--- src/rtl/core/dcq_pkg.sv ---
// Shared types, codes and defaults for the deferred call queue.
`timescale 1ns / 1ps
package dcq_pkg;

    localparam int DEF_HIGH_DEPTH = 16;
    localparam int DEF_LOW_DEPTH  = 16;
    localparam int WORD_W         = 32;

    localparam logic OP_POST  = 1'b0;
    localparam logic OP_DRAIN = 1'b1;

    localparam logic [1:0] PRI_HIGH = 2'd0;
    localparam logic [1:0] PRI_LOW  = 2'd1;

    localparam logic [1:0] ST_OK      = 2'd0;
    localparam logic [1:0] ST_INVALID = 2'd1;
    localparam logic [1:0] ST_FULL    = 2'd2;

    typedef enum logic [1:0] {
        KIND_DRAIN,
        KIND_POST,
        KIND_BAD_PRI,
        KIND_NULL_HANDLE
    } kind_t;

    typedef struct packed {
        kind_t              kind;
        logic               pri;
        logic [WORD_W-1:0]  handle;
        logic [WORD_W-1:0]  argument;
    } cmd_t;

endpackage

--- src/rtl/core/dcq_front.sv ---
// Front end: takes items and classifies them into queue commands.
`timescale 1ns / 1ps
module dcq_front
(
    input  logic                         clk,
    input  logic                         rst_n,
    input  logic                         start,
    output logic                         busy,
    input  logic                         op,
    input  logic [1:0]                   pri,
    input  logic [dcq_pkg::WORD_W-1:0]   handle,
    input  logic [dcq_pkg::WORD_W-1:0]   argument,
    input  logic                         fifo_full,
    output logic                         push,
    output dcq_pkg::cmd_t                cmd
);

    logic           valid_reg;
    logic           valid_next;
    dcq_pkg::cmd_t  cmd_reg;
    dcq_pkg::cmd_t  cmd_next;
    logic           accept;

    assign busy   = valid_reg && fifo_full;
    assign accept = start && !busy;
    assign push   = valid_reg && !fifo_full;
    assign cmd    = cmd_reg;

    always_comb
    begin
        cmd_next.pri      = pri[0];
        cmd_next.handle   = handle;
        cmd_next.argument = argument;
        if (op == dcq_pkg::OP_DRAIN)
        begin
            cmd_next.kind = dcq_pkg::KIND_DRAIN;
        end
        else if (pri != dcq_pkg::PRI_HIGH && pri != dcq_pkg::PRI_LOW)
        begin
            cmd_next.kind = dcq_pkg::KIND_BAD_PRI;
        end
        else if (handle == '0)
        begin
            cmd_next.kind = dcq_pkg::KIND_NULL_HANDLE;
        end
        else
        begin
            cmd_next.kind = dcq_pkg::KIND_POST;
        end

        if (accept)
        begin
            valid_next = 1'b1;
        end
        else if (push)
        begin
            valid_next = 1'b0;
        end
        else
        begin
            valid_next = valid_reg;
        end
    end

    always_ff @(posedge clk or negedge rst_n)
    begin
        if (!rst_n)
        begin
            valid_reg <= 1'b0;
        end
        else
        begin
            valid_reg <= valid_next;
        end
    end

    always_ff @(posedge clk)
    begin
        if (accept)
        begin
            cmd_reg <= cmd_next;
        end
    end

endmodule

--- src/rtl/core/dcq_cmd_fifo.sv ---
// Two-entry command queue between the front and back ends.
`timescale 1ns / 1ps
module dcq_cmd_fifo
(
    input  logic           clk,
    input  logic           rst_n,
    input  logic           push,
    input  dcq_pkg::cmd_t  din,
    input  logic           pop,
    output dcq_pkg::cmd_t  dout,
    output logic           full,
    output logic           empty
);

    dcq_pkg::cmd_t  slot_reg [2];
    logic           wr_ptr_reg;
    logic           wr_ptr_next;
    logic           rd_ptr_reg;
    logic           rd_ptr_next;
    logic [1:0]     count_reg;
    logic [1:0]     count_next;
    logic           do_push;
    logic           do_pop;

    assign full    = count_reg == 2'd2;
    assign empty   = count_reg == 2'd0;
    assign dout    = slot_reg[rd_ptr_reg];
    assign do_push = push && !full;
    assign do_pop  = pop && !empty;

    always_comb
    begin
        wr_ptr_next = do_push ? !wr_ptr_reg : wr_ptr_reg;
        rd_ptr_next = do_pop ? !rd_ptr_reg : rd_ptr_reg;
        count_next  = count_reg + 2'(do_push) - 2'(do_pop);
    end

    always_ff @(posedge clk or negedge rst_n)
    begin
        if (!rst_n)
        begin
            wr_ptr_reg <= 1'b0;
            rd_ptr_reg <= 1'b0;
            count_reg  <= 2'd0;
        end
        else
        begin
            wr_ptr_reg <= wr_ptr_next;
            rd_ptr_reg <= rd_ptr_next;
            count_reg  <= count_next;
        end
    end

    always_ff @(posedge clk)
    begin
        if (do_push)
        begin
            slot_reg[wr_ptr_reg] <= din;
        end
    end

endmodule

--- src/rtl/core/dcq_back.sv ---
// Back end: the two ring stores, their metrics, and command execution.
`timescale 1ns / 1ps
module dcq_back
#(
    parameter int HIGH_DEPTH = dcq_pkg::DEF_HIGH_DEPTH,
    parameter int LOW_DEPTH  = dcq_pkg::DEF_LOW_DEPTH,
    parameter int PW         = $clog2(((HIGH_DEPTH > LOW_DEPTH) ? HIGH_DEPTH : LOW_DEPTH) + 1)
)
(
    input  logic                         clk,
    input  logic                         rst_n,
    input  logic                         cmd_valid,
    input  dcq_pkg::cmd_t                cmd,
    output logic                         cmd_pop,
    output logic                         strobe,
    output logic [1:0]                   status,
    output logic                         entry_valid,
    output logic                         entry_pri,
    output logic [dcq_pkg::WORD_W-1:0]   entry_handle,
    output logic [dcq_pkg::WORD_W-1:0]   entry_argument,
    output logic [PW-1:0]                peak_fill,
    output logic [dcq_pkg::WORD_W-1:0]   drop_total,
    output logic                         last
);

    localparam int HAW  = (HIGH_DEPTH > 1) ? $clog2(HIGH_DEPTH) : 1;
    localparam int LAW  = (LOW_DEPTH > 1) ? $clog2(LOW_DEPTH) : 1;
    localparam int HFW  = $clog2(HIGH_DEPTH + 1);
    localparam int LFW  = $clog2(LOW_DEPTH + 1);
    localparam int W    = dcq_pkg::WORD_W;
    localparam int EW   = 2 * W;

    typedef enum logic [1:0] {
        S_IDLE,
        S_DRAIN_HIGH,
        S_DRAIN_LOW
    } state_t;

    logic [EW-1:0]  high_mem [HIGH_DEPTH];
    logic [EW-1:0]  low_mem  [LOW_DEPTH];
    logic [EW-1:0]  high_rd_reg;
    logic [EW-1:0]  low_rd_reg;
    logic           high_we;
    logic           low_we;

    state_t         state_reg, state_next;
    logic [HAW-1:0] high_head_reg, high_head_next, high_tail_reg, high_tail_next;
    logic [LAW-1:0] low_head_reg, low_head_next, low_tail_reg, low_tail_next;
    logic [HFW-1:0] high_fill_reg, high_fill_next, high_peak_reg, high_peak_next;
    logic [LFW-1:0] low_fill_reg, low_fill_next, low_peak_reg, low_peak_next;
    logic [W-1:0]   high_drops_reg, high_drops_next, low_drops_reg, low_drops_next;

    logic           strobe_reg, strobe_next;
    logic [1:0]     status_reg, status_next;
    logic           entry_valid_reg, entry_valid_next;
    logic           pri_reg, pri_next;
    logic [PW-1:0]  peak_reg, peak_next;
    logic [W-1:0]   drops_reg, drops_next;
    logic           last_reg, last_next;

    logic [HFW-1:0] high_fill_inc;
    logic [LFW-1:0] low_fill_inc;
    logic [EW-1:0]  rd_sel;

    assign high_fill_inc = high_fill_reg + HFW'(1);
    assign low_fill_inc  = low_fill_reg + LFW'(1);
    assign cmd_pop       = cmd_valid && (state_reg == S_IDLE);

    always_comb
    begin
        state_next       = state_reg;
        high_head_next   = high_head_reg;
        high_tail_next   = high_tail_reg;
        high_fill_next   = high_fill_reg;
        high_peak_next   = high_peak_reg;
        high_drops_next  = high_drops_reg;
        low_head_next    = low_head_reg;
        low_tail_next    = low_tail_reg;
        low_fill_next    = low_fill_reg;
        low_peak_next    = low_peak_reg;
        low_drops_next   = low_drops_reg;
        high_we          = 1'b0;
        low_we           = 1'b0;
        strobe_next      = 1'b0;
        status_next      = dcq_pkg::ST_OK;
        entry_valid_next = 1'b0;
        pri_next         = 1'b0;
        peak_next        = '0;
        drops_next       = '0;
        last_next        = 1'b1;

        case (state_reg)
            S_IDLE:
            begin
                if (cmd_valid)
                begin
                    case (cmd.kind)
                        dcq_pkg::KIND_DRAIN:
                        begin
                            if (high_fill_reg != '0)
                            begin
                                state_next = S_DRAIN_HIGH;
                            end
                            else if (low_fill_reg != '0)
                            begin
                                state_next = S_DRAIN_LOW;
                            end
                            else
                            begin
                                // nothing stored: single result with zero payload, peak and drop count, marked last
                                strobe_next = 1'b1;
                            end
                        end
                        dcq_pkg::KIND_BAD_PRI:
                        begin
                            strobe_next = 1'b1;
                            status_next = dcq_pkg::ST_INVALID;
                        end
                        dcq_pkg::KIND_NULL_HANDLE:
                        begin
                            strobe_next = 1'b1;
                            status_next = dcq_pkg::ST_INVALID;
                            pri_next    = cmd.pri;
                            peak_next   = cmd.pri ? PW'(low_peak_reg) : PW'(high_peak_reg);
                            drops_next  = cmd.pri ? low_drops_reg : high_drops_reg;
                        end
                        dcq_pkg::KIND_POST:
                        begin
                            strobe_next = 1'b1;
                            pri_next    = cmd.pri;
                            if (!cmd.pri)
                            begin
                                if (high_fill_reg == HFW'(HIGH_DEPTH))
                                begin
                                    high_drops_next = high_drops_reg + W'(1);
                                    status_next     = dcq_pkg::ST_FULL;
                                end
                                else
                                begin
                                    high_we        = 1'b1;
                                    high_fill_next = high_fill_inc;
                                    high_head_next = (high_head_reg == HAW'(HIGH_DEPTH - 1)) ?
                                                     '0 : high_head_reg + HAW'(1);
                                    if (high_fill_inc > high_peak_reg)
                                    begin
                                        high_peak_next = high_fill_inc;
                                    end
                                end
                                peak_next  = PW'(high_peak_next);
                                drops_next = high_drops_next;
                            end
                            else
                            begin
                                if (low_fill_reg == LFW'(LOW_DEPTH))
                                begin
                                    low_drops_next = low_drops_reg + W'(1);
                                    status_next    = dcq_pkg::ST_FULL;
                                end
                                else
                                begin
                                    low_we        = 1'b1;
                                    low_fill_next = low_fill_inc;
                                    low_head_next = (low_head_reg == LAW'(LOW_DEPTH - 1)) ?
                                                    '0 : low_head_reg + LAW'(1);
                                    if (low_fill_inc > low_peak_reg)
                                    begin
                                        low_peak_next = low_fill_inc;
                                    end
                                end
                                peak_next  = PW'(low_peak_next);
                                drops_next = low_drops_next;
                            end
                        end
                        default:
                        begin
                            strobe_next = 1'b0;
                        end
                    endcase
                end
            end
            S_DRAIN_HIGH:
            begin
                // read issued at the tail; data shows up with the result next cycle
                strobe_next      = 1'b1;
                entry_valid_next = 1'b1;
                peak_next        = PW'(high_peak_reg);
                drops_next       = high_drops_reg;
                high_fill_next   = high_fill_reg - HFW'(1);
                high_tail_next   = (high_tail_reg == HAW'(HIGH_DEPTH - 1)) ?
                                   '0 : high_tail_reg + HAW'(1);
                last_next        = (high_fill_reg == HFW'(1)) && (low_fill_reg == '0);
                if (high_fill_reg == HFW'(1))
                begin
                    state_next = (low_fill_reg != '0) ? S_DRAIN_LOW : S_IDLE;
                end
            end
            S_DRAIN_LOW:
            begin
                strobe_next      = 1'b1;
                entry_valid_next = 1'b1;
                pri_next         = 1'b1;
                peak_next        = PW'(low_peak_reg);
                drops_next       = low_drops_reg;
                low_fill_next    = low_fill_reg - LFW'(1);
                low_tail_next    = (low_tail_reg == LAW'(LOW_DEPTH - 1)) ?
                                   '0 : low_tail_reg + LAW'(1);
                last_next        = low_fill_reg == LFW'(1);
                if (low_fill_reg == LFW'(1))
                begin
                    state_next = S_IDLE;
                end
            end
            default:
            begin
                state_next = S_IDLE;
            end
        endcase
    end

    always_ff @(posedge clk or negedge rst_n)
    begin
        if (!rst_n)
        begin
            state_reg       <= S_IDLE;
            high_head_reg   <= '0;
            high_tail_reg   <= '0;
            high_fill_reg   <= '0;
            high_peak_reg   <= '0;
            high_drops_reg  <= '0;
            low_head_reg    <= '0;
            low_tail_reg    <= '0;
            low_fill_reg    <= '0;
            low_peak_reg    <= '0;
            low_drops_reg   <= '0;
            strobe_reg      <= 1'b0;
            status_reg      <= dcq_pkg::ST_OK;
            entry_valid_reg <= 1'b0;
            pri_reg         <= 1'b0;
            peak_reg        <= '0;
            drops_reg       <= '0;
            last_reg        <= 1'b0;
        end
        else
        begin
            state_reg       <= state_next;
            high_head_reg   <= high_head_next;
            high_tail_reg   <= high_tail_next;
            high_fill_reg   <= high_fill_next;
            high_peak_reg   <= high_peak_next;
            high_drops_reg  <= high_drops_next;
            low_head_reg    <= low_head_next;
            low_tail_reg    <= low_tail_next;
            low_fill_reg    <= low_fill_next;
            low_peak_reg    <= low_peak_next;
            low_drops_reg   <= low_drops_next;
            strobe_reg      <= strobe_next;
            status_reg      <= status_next;
            entry_valid_reg <= entry_valid_next;
            pri_reg         <= pri_next;
            peak_reg        <= peak_next;
            drops_reg       <= drops_next;
            last_reg        <= last_next;
        end
    end

    always_ff @(posedge clk)
    begin
        if (high_we)
        begin
            high_mem[high_head_reg] <= {cmd.handle, cmd.argument};
        end
        high_rd_reg <= high_mem[high_tail_reg];
    end

    always_ff @(posedge clk)
    begin
        if (low_we)
        begin
            low_mem[low_head_reg] <= {cmd.handle, cmd.argument};
        end
        low_rd_reg <= low_mem[low_tail_reg];
    end

    assign rd_sel         = pri_reg ? low_rd_reg : high_rd_reg;
    assign strobe         = strobe_reg;
    assign status         = status_reg;
    assign entry_valid    = entry_valid_reg;
    assign entry_pri      = pri_reg;
    assign entry_handle   = entry_valid_reg ? rd_sel[EW-1:W] : '0;
    assign entry_argument = entry_valid_reg ? rd_sel[W-1:0] : '0;
    assign peak_fill      = peak_reg;
    assign drop_total     = drops_reg;
    assign last           = last_reg;

endmodule

--- src/rtl/core/two_priority_deferred_call_queue_core.sv ---
// A post or empty-drain result passes the front register, the command queue and the result
// registers; drained entries then follow, one entry per cycle, from the back end's store read port.
// Throughput: one post per cycle while busy is low; a drain holds the back end until every stored entry is read out.
// Reset clears pointers, fill levels, peaks, drop counters and the command queue;
// store contents are not cleared and no clearing pass runs. Results cannot be stalled.
// busy rises only when the front register and the two-entry command queue are all full.
`timescale 1ns / 1ps
module two_priority_deferred_call_queue_core
#(
    parameter int HIGH_DEPTH = dcq_pkg::DEF_HIGH_DEPTH,
    parameter int LOW_DEPTH  = dcq_pkg::DEF_LOW_DEPTH,
    parameter int PW         = $clog2(((HIGH_DEPTH > LOW_DEPTH) ? HIGH_DEPTH : LOW_DEPTH) + 1)
)
(
    input  logic                         clk,
    input  logic                         rst_n,
    input  logic                         start,
    output logic                         busy,
    input  logic                         op,
    input  logic [1:0]                   pri,
    input  logic [dcq_pkg::WORD_W-1:0]   handle,
    input  logic [dcq_pkg::WORD_W-1:0]   argument,
    output logic                         strobe,
    output logic [1:0]                   status,
    output logic                         entry_valid,
    output logic                         entry_pri,
    output logic [dcq_pkg::WORD_W-1:0]   entry_handle,
    output logic [dcq_pkg::WORD_W-1:0]   entry_argument,
    output logic [PW-1:0]                peak_fill,
    output logic [dcq_pkg::WORD_W-1:0]   drop_total,
    output logic                         last
);

    dcq_pkg::cmd_t  front_cmd;
    dcq_pkg::cmd_t  queue_cmd;
    logic           push;
    logic           pop;
    logic           fifo_full;
    logic           fifo_empty;

    dcq_front u_front
    (
        .clk       (clk),
        .rst_n     (rst_n),
        .start     (start),
        .busy      (busy),
        .op        (op),
        .pri       (pri),
        .handle    (handle),
        .argument  (argument),
        .fifo_full (fifo_full),
        .push      (push),
        .cmd       (front_cmd)
    );

    dcq_cmd_fifo u_fifo
    (
        .clk   (clk),
        .rst_n (rst_n),
        .push  (push),
        .din   (front_cmd),
        .pop   (pop),
        .dout  (queue_cmd),
        .full  (fifo_full),
        .empty (fifo_empty)
    );

    dcq_back
    #(
        .HIGH_DEPTH (HIGH_DEPTH),
        .LOW_DEPTH  (LOW_DEPTH),
        .PW         (PW)
    )
    u_back
    (
        .clk            (clk),
        .rst_n          (rst_n),
        .cmd_valid      (!fifo_empty),
        .cmd            (queue_cmd),
        .cmd_pop        (pop),
        .strobe         (strobe),
        .status         (status),
        .entry_valid    (entry_valid),
        .entry_pri      (entry_pri),
        .entry_handle   (entry_handle),
        .entry_argument (entry_argument),
        .peak_fill      (peak_fill),
        .drop_total     (drop_total),
        .last           (last)
    );

    // results without an entry always end their item
    a_plain_is_last: assert property (@(posedge clk) disable iff (!rst_n)
        strobe && !entry_valid |-> last)
        else $error("non-entry result without last");

    // drained entries only ever report ok
    a_entry_ok: assert property (@(posedge clk) disable iff (!rst_n)
        strobe && entry_valid |-> status == dcq_pkg::ST_OK)
        else $error("drained entry with error status");

    // payload of a non-entry result is zero
    a_zero_payload: assert property (@(posedge clk) disable iff (!rst_n)
        strobe && !entry_valid |-> entry_handle == '0 && entry_argument == '0)
        else $error("non-entry result carries payload");

    // a full queue result (its drop count just moved) carries no entry and is marked last
    a_full_counts: assert property (@(posedge clk) disable iff (!rst_n)
        strobe && status == dcq_pkg::ST_FULL |-> !entry_valid && last)
        else $error("queue-full result malformed");

endmodule
--- config.mk ---
export PLATFORM = sky130hd
export DESIGN_NAME = two_priority_deferred_call_queue_core
export DESIGN_NICKNAME = d
export VERILOG_FILES = /design/src/rtl/core/dcq_pkg.sv /design/src/rtl/core/dcq_front.sv /design/src/rtl/core/dcq_cmd_fifo.sv /design/src/rtl/core/dcq_back.sv /design/src/rtl/core/two_priority_deferred_call_queue_core.sv
export SDC_FILE = /design/constraint.sdc
export NUM_CORES = 2
export LEC_CHECK = 0
export BUFFER_PORTS_ARGS = -buffer_cell sky130_fd_sc_hd__buf_2
export CORE_MARGIN = 10
export CORE_UTILIZATION = 56
export DETAILED_ROUTE_END_ITERATION = 16
export PLACE_DENSITY = 0.79
export SYNTH_ARGS = -nofsm -noshare
export SYNTH_HDL_FRONTEND = slang
export SYNTH_SLANG_ARGS = --single-unit
export TNS_END_PERCENT = 20
--- constraint.sdc ---
create_clock -name clk -period 9.6 [get_ports clk]
set_clock_uncertainty 0.1 [all_clocks]
set_input_delay 0.96 -clock clk [delete_from_list [all_inputs] [get_ports clk]]
set_output_delay 0.96 -clock clk [all_outputs]
set_load 0.01 [all_outputs]
==> key figures <==
Floorplan
  • FP Rows: roughly 150
  • CORE AREA: between 150,000 and 200,000 µm²
  • Die Height: about 440 µm
  • IO Pins: 178
  • Die area: about 190,000 µm²
  • Initial core utilization: 56.37%
  • Die X: ~440 µm

Synth
  • Share of the synthesized area in the top cell type: 69.76%
  • Combinational family with the most area after synthesis: multiplexers
  • Post-synthesis xor/xnor area fraction: under 10%
  • Post-synth EDFFs: approximately 2,200
  • Synth async-reset ratio: roughly 5.9%
  • Compound-Gate Fraction of Synth Area: approximately 1.7%
  • Mapped Area: 96,810 µm²
  • Mux share of post-synthesis cell area: 16.73%
  • Post-Synth Simple-Gate Area: between 2 and 3%
  • Adder-cell share of the synthesized area: less than 1%
  • Netlist cell types: between 70 and 80
  • Synth Instances: roughly 4,500
  • Seq/Total Area, Yosys: between 70 and 80%
  • Top cells by area, synth: edfxtp_1 70%, mux4_2 15%, dfrtp_1 3.9%, dfxtp_1 2.6%, mux2_2 0.93%
  • Yosys warns: 0
  • Yosys reg bits: 2,527
  • Synth Net Count: 4,595
  • Syn_area_per_cell: ~22 µm²
  • Yosys top cell by area: edfxtp_1
  • Primary FF master, synth: edfxtp_1

Drt
  • DR vias/cell: 6.590
  • Number of nets still failing antenna checks after routing: 0
  • DRC: 0
  • Pre-Repair DR Iteration Count: 8
  • Routed WL per cell: around 33 µm
  • Vias: approximately 48,000
  • Iteration-0 DRC Markers: just over 6,000
  • Drt total wl: ~240,000 µm

GRT
  • Total grt overflow: 0
  • GR Util All Layers: around 25%
  • Largest net degree at the start of global routing: about 150
  • Initial antenna violation count: 7
  • Vias in the first global route: 49,406
  • First-pass GRT wire length: roughly 350,000 µm

Placement
  • Gpl congestion: between 0.8 and 0.9
  • PortBufs: ~180
  • Post-DP HPWL: between 100,000 and 150,000 µm
  • Placed instance count: 6,781
  • DP Worst Slack: approximately 4.6 ns

Critical path
  • Worst EP required: 9.97 ns
  • Reg2Reg Depth: 7
  • R2r setup slk: approximately 4.4 ns
  • CP delay by family, top: simple AND/OR/NAND/NOR gates
  • Cell mode on critical path: buf_4
  • WS Path Type: reg -> reg
  • Crit-path max cell delay: about 0.97 ns
  • R2R Path Start: u_fifo.rd_ptr_reg
  • Worst path buffer plus inverter count: 2
  • CP arrival: 5.55 ns
  • Critical path fanouts, max: 47
  • CP cell instances: mux2_2 > buf_4 > o2111a_1 > nand2_1 > nor3b_1 > and2_4 > buf_4
  • RR Endpoint: u_back.low_mem[10][27]
  • Slowest cell on crit path: dfrtp_4
  • Setup crit end kind: flip-flop
  • CP startpoint kind: flip-flop

Timing
  • Final setup vio count: 0
  • Tmin final: 5.187 ns
  • Final Cycle Share: between 50% and 60%
  • Max Clk Rate: around 190 MHz
  • Fin. Hold Viols: 0
  • Rel. slew slack: about an eighth
  • Worst-Margin Slew: between 1 and 1.5 ns
  • TNS Setup: 0 ns
  • RSZ-0062 raised after global routing: false
  • Pins Over Slew Limit: 0
  • Final Worst Setup Slack: approximately 4.4 ns

Clocking
  • H-tree depth: 4
  • Num CTS Buffers: roughly 230
  • Clock buffer depth: 3
  • Worst-Skew Late Latency: ~0.9 ns
  • Reg clk slew, reported paths: around 0.06 ns
  • CTS sink count: 2,527
  • CTS tree: yes
  • Setup Buffers After CTS: 0
  • Cts repair resizes: 0
  • Hold_buf cts: 0
  • CTS Root Buffer Type: clkbuf_16

Pwr
  • Cell area power density: a little over 300 nW/µm²
  • Switch Pwr: around 10,000 µW
  • Sw frac: a little under a third
  • Reg power frac: 45.4%
  • Gate power share: 26.0%
  • Clk pwr share: between 20% and 30%
  • Leakage power: 0.03496 µW
  • Pint: between 20,000 and 25,000 µW
  • Max IR drop VDD: between 200 and 300 µV
  • Design Power: between 30,000 and 40,000 µW

Flow run
  • MaxCap Viol Count: 0

Finish
  • Layout Nets: around 4,800
  • Area grow syn2layout: 11.81%
  • Fin cells: about 7,200
  • Most frequent cells in the layout: 2,249 x edfxtp_1, 640 x mux4_2, 233 x clkbuf_16, 176 x buf_2, 139 x dfrtp_1
  • Layout Utilization: a little over three fifths
  • Commonest non-fill, non-tap cell in the layout: edfxtp_1
  • Layout cell share with drive strength beyond 1: 28.14%

Worst hold path
  • Worst hold path class: in -> async

Run status
  • Status: completed
==> worst max path at each step <==
stage	from	endpoint	cells past startpoint
4_1_cts	u_fifo.rd_ptr_reg	u_back.low_mem[10][14]	7
2_1_floorplan	u_back.state_reg[0]	u_back.high_mem[3][0]	9
5_1_grt	u_fifo.rd_ptr_reg	u_back.low_mem[10][14]	7
3_5_place_dp	u_fifo.rd_ptr_reg	u_back.low_mem[10][34]	7
3_3_place_gp	u_fifo.rd_ptr_reg	u_back.low_mem[10][25]	7
6_report	u_fifo.rd_ptr_reg	u_back.low_mem[10][27]	7
==> layer usage <==
layer | track usage [%] | up-vias | part of all wire [%]
met5 | 0 | - | 0.014
met4 | 10.82 | 6 | 4.6
met3 | 4.299 | 548 | 8.3
met2 | 42.85 | 2991 | 52
met1 | 31.57 | 25073 | 35
li1 | - | 18969 | -
==> worst reg2reg max path: cells and delay by family (launching register included) <==
family / cells / cell delay [ns]
buffers and inverters: 2 / 1.22
and+or+nand+nor: 3 / 1.45
AOI/OAI and AO/OA: 1 / 0.64
DFF: 1 / 0.97
muxes: 1 / 0.31
==> stage by stage <==
| step | area [µm²] | hold slack (ns) |
|---|---|---|
| after CTS | 108200 | 0.01916 |
| after global routing | 108200 | 0.07738 |
| after floorplan | 96810 | 0.3215 |
| after detailed placement | 100300 | 0.3327 |
| after global placement | 100300 | 0.3230 |
| final | 108200 | 0.03594 |
==> kinds of logic after synthesis <==
family,Yosys count
compound gates,224
xor+xnor,124
fa+ha+maj,34
buf+inv,295
flops,2527
mux,808
simple gates,479
==> cell usage after synthesis, drive strengths merged (36+ instances only) <==
library cell  count
edfxtp         2249
mux4            640
clkbuf          168
dfrtp           150
nand2           130
dfxtp           128
buf              94
mux2i            88
nor2             81
mux2             80
xnor2            76
nor2b            67
xor2             48
nand3            42
nand4            36
nor3             36
==> power by group through the flow <==
stage	clock network, µW	logic, µW	registers, µW
after global placement	0	8290	15200
after floorplan	0	6120	14500
after global routing	9960	9120	15100
after detailed placement	0	8510	15200
after CTS	9590	8680	15000
final	9480	8620	15000
==> final cells by class <==
class / count / area (µm²)
Multi-Input combinational cell: 1669 / 21970
Sequential cell: 2527 / 73890
Clock buffer: 310 / 6360
Antenna cell: 3 / 7.507
Timing Repair Buffer: 242 / 1443
Tap cell: 2310 / 2890
Clock inverter: 127 / 1556
Fill cell: 10731 / 63490
Inverter: 33 / 123.9
Power figures use the tool's default switching activity.
